[config.mk]
export PLATFORM = sky130hd
export DESIGN_NAME = ultrasonic_echo_median_ranger
export DESIGN_NICKNAME = d
export VERILOG_FILES = /design/src/rtl/uemr_pkg.sv /design/src/rtl/ultrasonic_echo_median_ranger.sv /design/src/rtl/uemr_conv.sv /design/src/rtl/uemr_burst.sv
export SDC_FILE = /design/constraint.sdc
export NUM_CORES = 1
export LEC_CHECK = 0
export BUFFER_PORTS_ARGS = -buffer_cell sky130_fd_sc_hd__buf_2
export CORE_MARGIN = 3
export CORE_UTILIZATION = 60
export CTS_CLUSTER_DIAMETER = 200
export CTS_CLUSTER_SIZE = 24
export DETAILED_ROUTE_END_ITERATION = 12
export GPL_TIMING_DRIVEN = 0
export MAX_ROUTING_LAYER = met4
export PLACE_DENSITY = 0.79
export SYNTH_ARGS = -nofsm -noshare
export SYNTH_HDL_FRONTEND = slang
export SYNTH_HIERARCHICAL = 1
export SYNTH_SLANG_ARGS = --single-unit
[constraint.sdc]
create_clock -name clk -period 14.51 [get_ports clk]
set_input_delay 1.451 -clock clk [delete_from_list [all_inputs] [get_ports clk]]
set_output_delay 1.451 -clock clk [all_outputs]
set_load 0.02 [all_outputs]
[src/rtl/uemr_pkg.sv]
// ----------------------------------------------------------------------------
// uemr_pkg
// Shared types, widths and reset values for the echo median ranger.
// ----------------------------------------------------------------------------
package uemr_pkg;

    localparam int ECHO_W   = 16;
    localparam int SCALE_W  = 16;
    localparam int DIST_W   = 19;
    localparam int PROD_W   = ECHO_W + SCALE_W;
    localparam int FRAC_SH  = 13;
    localparam int CFG_W    = 19;
    localparam int CFG_IDX_W = 2;

    localparam logic [SCALE_W-1:0] SPEED_SCALE_RST  = 16'd22479;
    localparam logic [ECHO_W-1:0]  TIMEOUT_US_RST   = 16'd30000;
    localparam logic [DIST_W-1:0]  EMPTY_MARGIN_RST = 19'd800;

    typedef enum logic [CFG_IDX_W-1:0] {
        CFG_SPEED_SCALE  = 2'd0,
        CFG_TIMEOUT_US   = 2'd1,
        CFG_EMPTY_MARGIN = 2'd2
    } cfg_idx_t;

    // Position of a sample inside its burst of three
    typedef enum logic [2:0] {
        POS_FIRST  = 3'b001,
        POS_SECOND = 3'b010,
        POS_THIRD  = 3'b100
    } pos_t;

    typedef struct packed {
        logic              valid;
        logic [DIST_W-1:0] value;
    } sample_t;

    typedef struct packed {
        logic [DIST_W-1:0] distance;
        logic              distance_valid;
        logic              empty_res;
        logic              calibrated;
    } res_t;

    // Ordering key: a failed sample ranks below every valid distance
    function automatic logic [DIST_W:0] rank(input sample_t s);
        logic [DIST_W:0] k;
        k = s.valid ? ({1'b0, s.value} + {{DIST_W{1'b0}}, 1'b1}) : '0;
        return k;
    endfunction

endpackage

[src/rtl/ultrasonic_echo_median_ranger.sv]
// ----------------------------------------------------------------------------
// ultrasonic_echo_median_ranger
// Echo ranger: echo time to distance, median of three per burst, empty flag.
// ----------------------------------------------------------------------------
// Throughput: one echo sample per cycle while in_stall is low; one result
//   per three samples.
// Path: input register, multiplier register, then median into result reg.
// Reset: burst restarts at its first sample, held samples and reference are
//   marked failed/invalid, configuration returns to its default values.
module ultrasonic_echo_median_ranger
    import uemr_pkg::*;
(
    input  logic                 clk,
    input  logic                 rst_n,
    input  logic                 cfg_write,
    input  logic [CFG_IDX_W-1:0] cfg_index,
    input  logic [CFG_W-1:0]     cfg_data,
    input  logic                 in_valid,
    output logic                 in_stall,
    input  logic                 cmd,
    input  logic [ECHO_W-1:0]    echo_us,
    output logic                 out_valid,
    input  logic                 out_stall,
    output logic [DIST_W-1:0]    distance,
    output logic                 distance_valid,
    output logic                 empty_res,
    output logic                 calibrated
);

    logic [SCALE_W-1:0] speed_scale_reg;
    logic [ECHO_W-1:0]  timeout_us_reg;
    logic [DIST_W-1:0]  empty_margin_reg;

    pos_t               pos_reg;
    pos_t               pos_next;

    logic               s1_v_reg;
    logic               s1_cmd_reg;
    logic [ECHO_W-1:0]  s1_echo_reg;
    pos_t               s1_pos_reg;

    logic               s2_v_reg;
    logic               s2_cmd_reg;
    pos_t               s2_pos_reg;
    sample_t            s2_smp_reg;

    logic               out_v_reg;
    res_t               out_reg;

    sample_t            conv_smp;
    res_t               burst_res;

    logic               in_go;
    logic               out_free;
    logic               s2_last;
    logic               s2_go;
    logic               s2_free;
    logic               s1_go;
    logic               s1_free;

    // Configuration writes
    always_ff @(posedge clk or negedge rst_n)
    begin
        if (!rst_n)
        begin
            speed_scale_reg  <= SPEED_SCALE_RST;
            timeout_us_reg   <= TIMEOUT_US_RST;
            empty_margin_reg <= EMPTY_MARGIN_RST;
        end
        else if (cfg_write)
        begin
            unique case (cfg_idx_t'(cfg_index))
                CFG_SPEED_SCALE:  speed_scale_reg  <= cfg_data[SCALE_W-1:0];
                CFG_TIMEOUT_US:   timeout_us_reg   <= cfg_data[ECHO_W-1:0];
                CFG_EMPTY_MARGIN: empty_margin_reg <= cfg_data[DIST_W-1:0];
                default:          ;
            endcase
        end
    end

    // Pipeline flow: a non-result sample always leaves stage 2,
    // a result waits for the result register
    assign s2_last  = (s2_pos_reg == POS_THIRD);
    assign out_free = !out_v_reg || !out_stall;
    assign s2_go    = s2_v_reg && (!s2_last || out_free);
    assign s2_free  = !s2_v_reg || s2_go;
    assign s1_go    = s1_v_reg && s2_free;
    assign s1_free  = !s1_v_reg || s1_go;
    assign in_stall = !s1_free;
    assign in_go    = in_valid && s1_free;

    always_comb
    begin
        unique case (pos_reg)
            POS_FIRST:  pos_next = POS_SECOND;
            POS_SECOND: pos_next = POS_THIRD;
            default:    pos_next = POS_FIRST;
        endcase
    end

    always_ff @(posedge clk or negedge rst_n)
    begin
        if (!rst_n)
            pos_reg <= POS_FIRST;
        else if (in_go)
            pos_reg <= pos_next;
    end

    // Stage 1: input register
    always_ff @(posedge clk or negedge rst_n)
    begin
        if (!rst_n)
            s1_v_reg <= 1'b0;
        else if (s1_free)
            s1_v_reg <= in_valid;
    end

    always_ff @(posedge clk)
    begin
        if (in_go)
        begin
            s1_cmd_reg  <= cmd;
            s1_echo_reg <= echo_us;
            s1_pos_reg  <= pos_reg;
        end
    end

    uemr_conv u_conv (
        .echo        (s1_echo_reg),
        .speed_scale (speed_scale_reg),
        .timeout_us  (timeout_us_reg),
        .smp         (conv_smp)
    );

    // Stage 2: converted sample
    always_ff @(posedge clk or negedge rst_n)
    begin
        if (!rst_n)
        begin
            s2_v_reg   <= 1'b0;
            s2_pos_reg <= POS_FIRST;
        end
        else if (s2_free)
        begin
            s2_v_reg <= s1_v_reg;
            if (s1_go)
                s2_pos_reg <= s1_pos_reg;
        end
    end

    always_ff @(posedge clk)
    begin
        if (s1_go)
        begin
            s2_cmd_reg <= s1_cmd_reg;
            s2_smp_reg <= conv_smp;
        end
    end

    uemr_burst u_burst (
        .clk          (clk),
        .rst_n        (rst_n),
        .go           (s2_go),
        .pos          (s2_pos_reg),
        .cmd          (s2_cmd_reg),
        .smp          (s2_smp_reg),
        .empty_margin (empty_margin_reg),
        .res          (burst_res)
    );

    // Result register
    always_ff @(posedge clk or negedge rst_n)
    begin
        if (!rst_n)
            out_v_reg <= 1'b0;
        else if (s2_go && s2_last)
            out_v_reg <= 1'b1;
        else if (!out_stall)
            out_v_reg <= 1'b0;
    end

    always_ff @(posedge clk)
    begin
        if (s2_go && s2_last)
            out_reg <= burst_res;
    end

    assign out_valid      = out_v_reg;
    assign distance       = out_reg.distance;
    assign distance_valid = out_reg.distance_valid;
    assign empty_res      = out_reg.empty_res;
    assign calibrated     = out_reg.calibrated;

    // A finished burst waiting on a busy result register holds its sample
    a_s2_hold: assert property (@(posedge clk) disable iff (!rst_n)
        (s2_v_reg && s2_last && out_v_reg && out_stall)
        |=> (s2_v_reg && s2_last && $stable(s2_smp_reg)))
        else $error("pending burst result dropped");

    // Input is only held off while stage 1 is occupied
    a_stall_cause: assert property (@(posedge clk) disable iff (!rst_n)
        in_stall |-> s1_v_reg)
        else $error("input stalled with empty input register");

    // A failed median reports zero distance and never empty
    a_invalid_res: assert property (@(posedge clk) disable iff (!rst_n)
        (out_v_reg && !out_reg.distance_valid)
        |-> ((out_reg.distance == '0) && !out_reg.empty_res))
        else $error("invalid result carries distance or empty flag");

    // Once calibrated, later results stay calibrated
    a_cal_sticky: assert property (@(posedge clk) disable iff (!rst_n)
        (out_v_reg && out_reg.calibrated && s2_go && s2_last)
        |=> out_reg.calibrated)
        else $error("calibration lost");

endmodule

[src/rtl/uemr_conv.sv]
// ----------------------------------------------------------------------------
// uemr_conv
// Turns an echo time into a distance in 1/16 mm and flags failed samples.
// ----------------------------------------------------------------------------
module uemr_conv
    import uemr_pkg::*;
(
    input  logic [ECHO_W-1:0]  echo,
    input  logic [SCALE_W-1:0] speed_scale,
    input  logic [ECHO_W-1:0]  timeout_us,
    output sample_t            smp
);

    logic [PROD_W-1:0] prod;
    logic              ok;

    assign prod = PROD_W'(echo) * PROD_W'(speed_scale);
    assign ok   = (echo != '0) && (echo <= timeout_us);

    always_comb
    begin
        smp.valid = ok;
        smp.value = ok ? prod[FRAC_SH +: DIST_W] : '0;
    end

endmodule

[src/rtl/uemr_burst.sv]
// ----------------------------------------------------------------------------
// uemr_burst
// Holds the first two samples of a burst and the calibration reference;
// on the third sample fills in failed samples, takes the median and
// evaluates the empty flag.
// ----------------------------------------------------------------------------
module uemr_burst
    import uemr_pkg::*;
(
    input  logic              clk,
    input  logic              rst_n,
    input  logic              go,
    input  pos_t              pos,
    input  logic              cmd,
    input  sample_t           smp,
    input  logic [DIST_W-1:0] empty_margin,
    output res_t              res
);

    sample_t first_reg;
    sample_t second_reg;
    sample_t ref_reg;
    sample_t ref_next;
    sample_t m1;
    sample_t m2;
    sample_t m3;
    sample_t med;
    logic [DIST_W:0] ka;
    logic [DIST_W:0] kb;
    logic [DIST_W:0] kc;
    logic [DIST_W:0] limit;
    logic            third;

    assign third = !(pos == POS_FIRST || pos == POS_SECOND);

    always_comb
    begin
        m1 = first_reg;
        m2 = second_reg;
        m3 = smp;
        if (!m1.valid && m2.valid)
            m1 = m2;
        if (!m3.valid && m2.valid)
            m3 = m2;
        if (!m2.valid && m1.valid)
            m2 = m1;
    end

    assign ka = rank(m1);
    assign kb = rank(m2);
    assign kc = rank(m3);

    always_comb
    begin
        if ((ka >= kb && ka <= kc) || (ka <= kb && ka >= kc))
            med = m1;
        else if ((kb >= ka && kb <= kc) || (kb <= ka && kb >= kc))
            med = m2;
        else
            med = m3;
        if (!med.valid)
            med.value = '0;
    end

    // Calibration takes only a valid, nonzero median
    always_comb
    begin
        ref_next = ref_reg;
        if (cmd && med.valid && (med.value != '0))
            ref_next = med;
    end

    assign limit = {1'b0, ref_next.value} + {1'b0, empty_margin};

    always_comb
    begin
        res.distance       = med.value;
        res.distance_valid = med.valid;
        res.empty_res      = ref_next.valid && med.valid && ({1'b0, med.value} > limit);
        res.calibrated     = ref_next.valid;
    end

    always_ff @(posedge clk or negedge rst_n)
    begin
        if (!rst_n)
        begin
            first_reg  <= '0;
            second_reg <= '0;
            ref_reg    <= '0;
        end
        else if (go)
        begin
            unique case (pos)
                POS_FIRST:  first_reg  <= smp;
                POS_SECOND: second_reg <= smp;
                default:    ;
            endcase
            if (third)
                ref_reg <= ref_next;
        end
    end

    // Reference never loses validity once held
    a_ref_sticky: assert property (@(posedge clk) disable iff (!rst_n)
        ref_reg.valid |=> ref_reg.valid)
        else $error("reference lost validity");

    // A newly taken reference is a valid, nonzero distance
    a_ref_nonzero: assert property (@(posedge clk) disable iff (!rst_n)
        ref_reg.valid |-> (ref_reg.value != '0))
        else $error("reference holds zero distance");

    // Empty needs a valid median and a held reference
    a_empty_cause: assert property (@(posedge clk) disable iff (!rst_n)
        (go && third && res.empty_res) |-> (res.calibrated && res.distance_valid))
        else $error("empty flag without valid median and reference");

endmodule

# Yosys cells after proc, flatten, opt, wreduce, memory -nomap -nowiden
# Index checks and enable logic that the tools add are counted.
dict set report classes {
  add_sub_neg 4
  mul 1
  magnitude_cmp 10
  n_eq_ne 8
  mux 13
  bitwise_logic 1
  reduce_logical 42
}
# operator count
set op_table {}
lappend op_table {{$mux W20} 9}
lappend op_table {{$ge A20 B20 Y1} 4}
lappend op_table {{$le A20 B20 Y1} 4}
lappend op_table {{$add A19 B1 Y20 const B} 3}
lappend op_table {{$mul A16 B16 Y32} 1}
lappend op_table {{$add A19 B19 Y20} 1}
lappend op_table {{$gt A19 B20 Y1} 1}
lappend op_table {{$mux W19} 1}
lappend op_table {{$reduce_bool A19 Y1} 1}
lappend op_table {{$le A16 B16 Y1} 1}
lappend op_table {{$logic_and A1 B1 Y1} 16}
lappend op_table {{$reduce_bool A16 Y1} 1}
lappend op_table {{$reduce_and A2 Y1} 7}
lappend op_table {{$logic_not A1 Y1} 9}
lappend op_table {{$logic_or A1 B1 Y1} 7}
lappend op_table {{$eq A3 B1 Y1 const B} 2}
lappend op_table {{$eq A3 B2 Y1 const B} 2}
lappend op_table {{$pmux W3 S2} 1}
lappend op_table {{$eq A3 B3 Y1 const B} 1}
lappend op_table {{$eq A2 B1 Y1 const B} 1}
lappend op_table {{$eq A2 B2 Y1 const B} 1}
lappend op_table {{$logic_not A2 Y1} 1}
lappend op_table {{$mux W1} 2}
lappend op_table {{$ne A2 B1 Y1 const B} 1}
lappend op_table {{$not A1 Y1} 1}
dict set report word_totals {
  register_bits 183
  inputBits 43
  output_inout_bits 24
  wordCells 103
}

# Logic depth before layout (Yosys ltp)
# Gate-level depths: netlist of run 1.
dict set report logic_depth {
  ltp_word 19
  mapped_depth 60
  mapped_depth_nobuf 55
}

# Modules after synthesis
# The synthesis of run 1 kept the hierarchy.
# module instances cells_per_inst area_each_um2 seq_area_each_um2
set by_module_without_submodules {}
lappend by_module_without_submodules {uemr_conv 1 1081 8989.9 0.0}
lappend by_module_without_submodules {uemr_burst 1 1062 8728.4 1501.4}
lappend by_module_without_submodules {ultrasonic_echo_median_ranger 1 213 4275.4 3422.0}

# Worst setup path after synthesis of run 1
# OpenSTA, ideal clock, no wires.
dict set report synth_path {
  path_type {register to register}
  start {register u_burst/first_reg[19] in the netlist's numbering}
  end {register out_reg, in the netlist empty_res, data pin}
  setup_ns 0.259
  t_arrival_ns 10.608
  required_ns 14.251
  setup_slack_ns 3.643
  stages_incl_launch_ff 59
  path_buffers 7
  synth_period_minus_slack_ns 10.867
  cell_sequence {dfrtp_1 -> buf_6 -> nand2b_1 -> buf_6 -> buf_4 -> buf_1 -> mux2i_1 -> inv_1 -> ha_1 -> nand2_1 -> mux2i_2 -> nand3_2 -> or2_2 -> o21ai_0 -> o211ai_1 -> ha_1 -> a31o_2 -> a21oi_1 -> [23 not listed] -> o21ai_0 -> a21oi_1 -> o21bai_1 -> a21oi_1 -> o21bai_1 -> a21oi_1 -> xor2_1 -> ha_1 -> a21o_1 -> a21o_1 -> a21oi_1 -> o21ai_0 -> a21o_1 -> a21o_1 -> a21oi_1 -> a2111oi_0 -> o21ai_0 -> a21oi_1}
}
# item line_no
set synth_rtl {}
lappend synth_rtl {{from (decl)} uemr_burst.sv:20} ;# sample_t first_reg;
lappend synth_rtl {{from (signal assigned)} uemr_burst.sv:94} ;# POS_FIRST: first_reg <= smp;
lappend synth_rtl {{to (signal assigned)} ultrasonic_echo_median_ranger.sv:185} ;# out_reg <= burst_res;
lappend synth_rtl {{to (decl)} ultrasonic_echo_median_ranger.sv:48} ;# res_t out_reg;

==> flow_summary.toml, run 1 <==
[routing]
wl_per_cell_um = 23.4
dr.pass1.iters = 6
drtIter0Drc = 1462
wirelength_um = 68200
num_vias = 18200
drcViolationCount = 0
ant_nets = 0
vias_per_cell = 6.25

[die]
core_um2 = 35800
start_util = 0.614
ios = 67
die_h_um = 197
dieArea_um2 = 39000
rows = 69
die_w_um = 197

[finish]
n_antenna_cell = 0
final_cell_mix = "315 x inv_1, 292 x nand2_1, 210 x ha_1"
drive_gt1_frac = 0.117
nets = 2887
area_growth_pct = 7.33
layout_commonest_cell = "inv_1"
nFillCells = 2943

[timing]
max_slew_margin = 0.263
setup_tns_ns = 0
fin_crit_ns = 13.71
worst_pin_slew_ns = 1.08
final-hold-violation-count = 0
fin_crit_sh = 0.945
maxSlewViolCount = 0
setup_violations = 0
finalClockSkew_ns = 0.0140
rsz0062_at_grt = "false"
clock.fmax_ghz = 0.0730

[synth]
yosys_warnings = 6
synth.top_cells.by_area = "fa_1 18%, ha_1 12%, dfrtp_1 11%, edfxtp_1 8.6%, inv_1 5.4%"
synth_area_um2 = 22000
syn_area_per_cell_um2 = 9.34
ys_types = 95
yosysSeqAreaShare = 0.224
ys_ff_latch = 183
post-synth-top-area-fraction = 0.177
synth_edf_count = 63
synth_ff_type = "dfrtp_1"
synthCells = 2356
yosysTopAreaCell = "fa_1"
synth-async-reset-ratio = 0.656
synthesis.nets = 2803

[setup_path]
regToRegEndpoint = "empty_res"
reg2reg_slack_ns = 0.80
slowest_delay_ns = 0.68
cp_data_arrival_time_ns = 14.01
crit_path_end_kind = "flop"
r2r_cells = 55
start_kind = "flop"
slowest_stage = "a211oi_1"
crit_type = "reg -> reg"
critPathMaxFanout = 19
r2r_start = "s2_smp_reg[19]"
required_ns = 14.81
critPathLaunch = "s2_smp_reg[19]"
cp-endpoint = "empty_res"

[global_route]
grt_pass1_vias = 18700
antenna_found_initial = 0
grt_pass1_wl_um = 105000
grt_max_degree = 64
grt_usage = 0.366
overflow = 0

[placed_design]
place.gp.congestion = 1.09
port_buffers = 66
place_hpwl_um = 55300

[hold_path]
min_path_type = "reg -> reg"

[clock_network]
cts_num_sinks = 183
cts_made_buffers = 17
hold_buffers = 0
htreeDepth = 4
cts_tree = "yes"
clockBufferDepth = 2
root_buffer = "clkbuf_16"
clk_pin_slew_ns = 0.08
clkLatencyLatePin_ns = 0.45

[outcome]
status = "finished clean"

[run]
drv_cap = 0
==> critical path, delay by kind of cell (launching register included) <==
kind	cells	cell delay (ns)
xor gates and xnor gates	1	0.13
adders and majority gates	3	0.86
DFF	1	0.56
and+or+nand+nor	18	3.66
AOI/OAI and AO/OA	26	5.75
muxes	3	1.14
buffers and inverters	4	1.46
==> metrics by stage <==
step	cell area (um2)	util	setup slack [ns]	hold WS [ns]	std cells
final	23600	0.659	0.802	0.421	2914
after global routing	23600	0.659	0.0250	0.428	2914
after CTS	23600	0.659	0.232	0.424	2917
after detailed placement	23000	0.641	0.366	0.406	2885
after global placement	22900	0.639	0.437	0.411	2883
after floorplan	22000	-	3.64	0.400	2356
==> routing by layer <==
| metal | GRT usage | vias up | wire length (um) |
|---|---|---|---|
| met5 | - | - | 0 |
| met4 | 0.234 | 0 | 5100 |
| met3 | 0.0409 | 281 | 4150 |
| met2 | 0.592 | 846 | 32800 |
| met1 | 0.438 | 8962 | 26200 |
| li1 | - | 8127 | - |
==> cells in the mapped netlist (8+ instances only) <==
master and count:
o21ai_0 60, nand3_1 55, clkbuf_1 56, a31oi_1 10, or3_1 10, nor3_1 20
and3_1 23, nor2_1 99, dfrtp_1 97, nand2b_1 26, nand2_1 292, ha_1 210
a21oi_1 102, xnor2_1 40, fa_1 194, nand4_1 25, edfxtp_1 63, and2_1 139
o21bai_1 8, buf_6 9, dfstp_2 23, mux2_2 95, a21o_1 36, inv_1 315
mux2i_1 77, o21a_1 9, buf_2 9, nor2b_1 14, nor4_1 11, o221ai_1 8
mux2_1 34, xor2_1 26, o211ai_1 12
==> how the worst min path moves through the flow <==
stage	start	end	slack [ns]	cells after the start
6_report	s1_cmd_reg	s2_cmd_reg	0.42	0
2_1_floorplan	s1_cmd_reg	s2_cmd_reg	0.40	0
3_5_place_dp	s1_cmd_reg	s2_cmd_reg	0.41	0
4_1_cts	s1_cmd_reg	s2_cmd_reg	0.42	0
5_1_grt	s1_cmd_reg	s2_cmd_reg	0.43	0
3_3_place_gp	s1_cmd_reg	s2_cmd_reg	0.41	0
==> cell type report <==
| class | instances | area, um2 | area share |
|---|---|---|---|
| clock buffers | 17 | 425 | 0.0180 |
| flip-flops and latches | 183 | 4920 | 0.209 |
| plain buffers | 85 | 432 | 0.0183 |
| inverters | 316 | 1190 | 0.0502 |
| clock inverters | 15 | 230 | 0.00975 |
| repair buffers | 68 | 379 | 0.0161 |
| well taps | 461 | 577 | 0.0244 |
| multi-input cells | 1769 | 15500 | 0.655 |
==> cell families (layout without fill, tap and decap cells) <==
kind of cell,count (synthesis),after routing,share of synthesized area
adders and majority gates,405,405,0.297
muxes,217,217,0.109
xor gates and xnor gates,66,66,0.0263
AOI/OAI and AO/OA,320,320,0.0954
DFF,183,183,0.224
buffers and inverters,404,501,0.0741
and+or+nand+nor,761,761,0.175
==> timing repair <==
action / 4_1_cts / 5_1_grt
endpoints found under the setup margin: 0 / 1
resized for setup: 0 / 2
setup buffers: 0 / 0
Power of run 1 is not shown: default switching activity piles up to over one toggle a cycle in this logic, so the estimate is an artifact.
==> inputs of run 2 (changes only) <==
--- a/config.mk
+++ b/config.mk
@@ -6,7 +6,7 @@
 export NUM_CORES = 1
 export LEC_CHECK = 0
 export BUFFER_PORTS_ARGS = -buffer_cell sky130_fd_sc_hd__buf_2
-export CORE_MARGIN = 3
+export CORE_MARGIN = 1.5
 export CORE_UTILIZATION = 60
 export CTS_CLUSTER_DIAMETER = 200
 export CTS_CLUSTER_SIZE = 24
==> run 2 against run 1 <==
Against the previous run:
- cell area about the same
- largest cell class unchanged
- core utilization down 0.059 points
- clock skew up 0.0045 ns
==> flow_summary.toml, run 2 (same netlist as run 1, synthesis figures left out) <==
[outcome]
status = "finished clean"

[setup_path]
crit_family = "compound AO/OA/AOI/OAI gates"
slowest_stage = "mux2i_1"
crit_path_end_kind = "flop"
start_kind = "flop"
required_ns = 14.82
critPathMaxFanout = 19
cpMostUsedCell = "a21oi_1"
cp.buffers_inverters = 7
crit_type = "reg -> reg"
cp_data_arrival_time_ns = 13.70
slowest_delay_ns = 0.48

[global_route]
grt_usage = 0.370
grt_max_degree = 66
grt_pass1_vias = 18600
overflow = 0
grt_pass1_wl_um = 103000
antenna_found_initial = 1

[finish]
final_cells = 2915
final_cell_mix = "315 x inv_1, 292 x nand2_1, 210 x ha_1"
nets = 2887
final_area_um2 = 23600
drive_gt1_frac = 0.119
area_growth_pct = 7.24
layout_commonest_cell = "inv_1"

[routing]
ant_nets = 0
wl_per_cell_um = 22.8
drcViolationCount = 0
dr.pass1.iters = 8
wirelength_um = 66500
drtIter0Drc = 1392
vias_per_cell = 6.18
num_vias = 18000

[clock_network]
clk_pin_slew_ns = 0.07
clockBufferDepth = 2
htreeDepth = 4
clkLatencyLatePin_ns = 0.46
root_buffer = "clkbuf_16"
cts_num_sinks = 183
cts_made_buffers = 17
hold_buffers = 0
cts_tree = "yes"

[die]
core_um2 = 35800
start_util = 0.614
rows = 69
dieArea_um2 = 37800
ios = 67
die_w_um = 194
die_h_um = 194

[timing]
clock.fmax_ghz = 0.0747
final-hold-violation-count = 0
setup_tns_ns = 0
setup_violations = 0
rsz0062_at_grt = "false"
fin_crit_ns = 13.39
worst_pin_slew_ns = 1.05
setup_slack_ns = 1.12
max_slew_margin = 0.281
finalClockSkew_ns = 0.0184
maxSlewViolCount = 0
fin_crit_sh = 0.923

[placed_design]
pre_cts_slack_ns = 0.387
place_hpwl_um = 53800
port_buffers = 66
post-place-cells = 2885
place_area_um2 = 23000
place.gp.congestion = 1.08

[hold_path]
min_path_type = "reg -> reg"

[run]
drv_cap = 0
[run 2: repair_timing]
| item | CTS | global route |
|---|---|---|
| gates resized for setup | 0 | 7 |
| setup buffers | 0 | 0 |
| endpoints found under the setup margin | 0 | 1 |
[run 2: final cells by class]
type,instances,area [um2]
timing repair buffer,68,379
clock buffer,17,425
inverter,316,1190
tap,461,577
buffer,85,433
fill,2925,12200
multi-input combinational,1769,15500
sequential,183,4920
clock inverter,15,185
antenna,1,2.50
[run 2: worst paths after layout]
path | startpoint | to | slack [ns] | cells past startpoint
max | u_burst/first_reg[19] | empty_res | 1.12 | 56
max in group asynchronous | rst_n | timeout_us_reg[14] | 12.77 | 2
min in group asynchronous | rst_n | empty_margin_reg[17] | 0.97 | 1
min | s1_cmd_reg | s2_cmd_reg | 0.43 | 0
min reg2reg | s1_cmd_reg | s2_cmd_reg | 0.43 | 0
max reg2reg | u_burst/first_reg[19] | empty_res | 1.12 | 56
[run 2: metrics by stage]
step                      hold WS (ns)  utilization
final                            0.429        0.658
after global routing             0.440        0.658
after CTS                        0.430        0.658
after detailed placement         0.407        0.641
after global placement           0.405        0.639
after floorplan                  0.400            -
[run 2: per-layer routing]
metal / wire, um / track usage / vias to the layer above
li1: - / - / 8107
met1: 26000 / 0.441 / 8850
met2: 31800 / 0.602 / 807
met3: 4280 / 0.0475 / 245
met4: 4440 / 0.222 / 0
met5: 0 / - / -
[run 2: worst reg2reg max path: cells and delay by family, from the launching register on]
kind / cells / cell delay (ns)
compound gates: 28 / 5.70
simple gates: 12 / 2.80
mux: 4 / 1.55
buf+inv: 7 / 1.47
fa+ha+maj: 4 / 1.30
flops: 1 / 0.35
xor+xnor: 1 / 0.09
Power of run 2 is left out for the same reason.
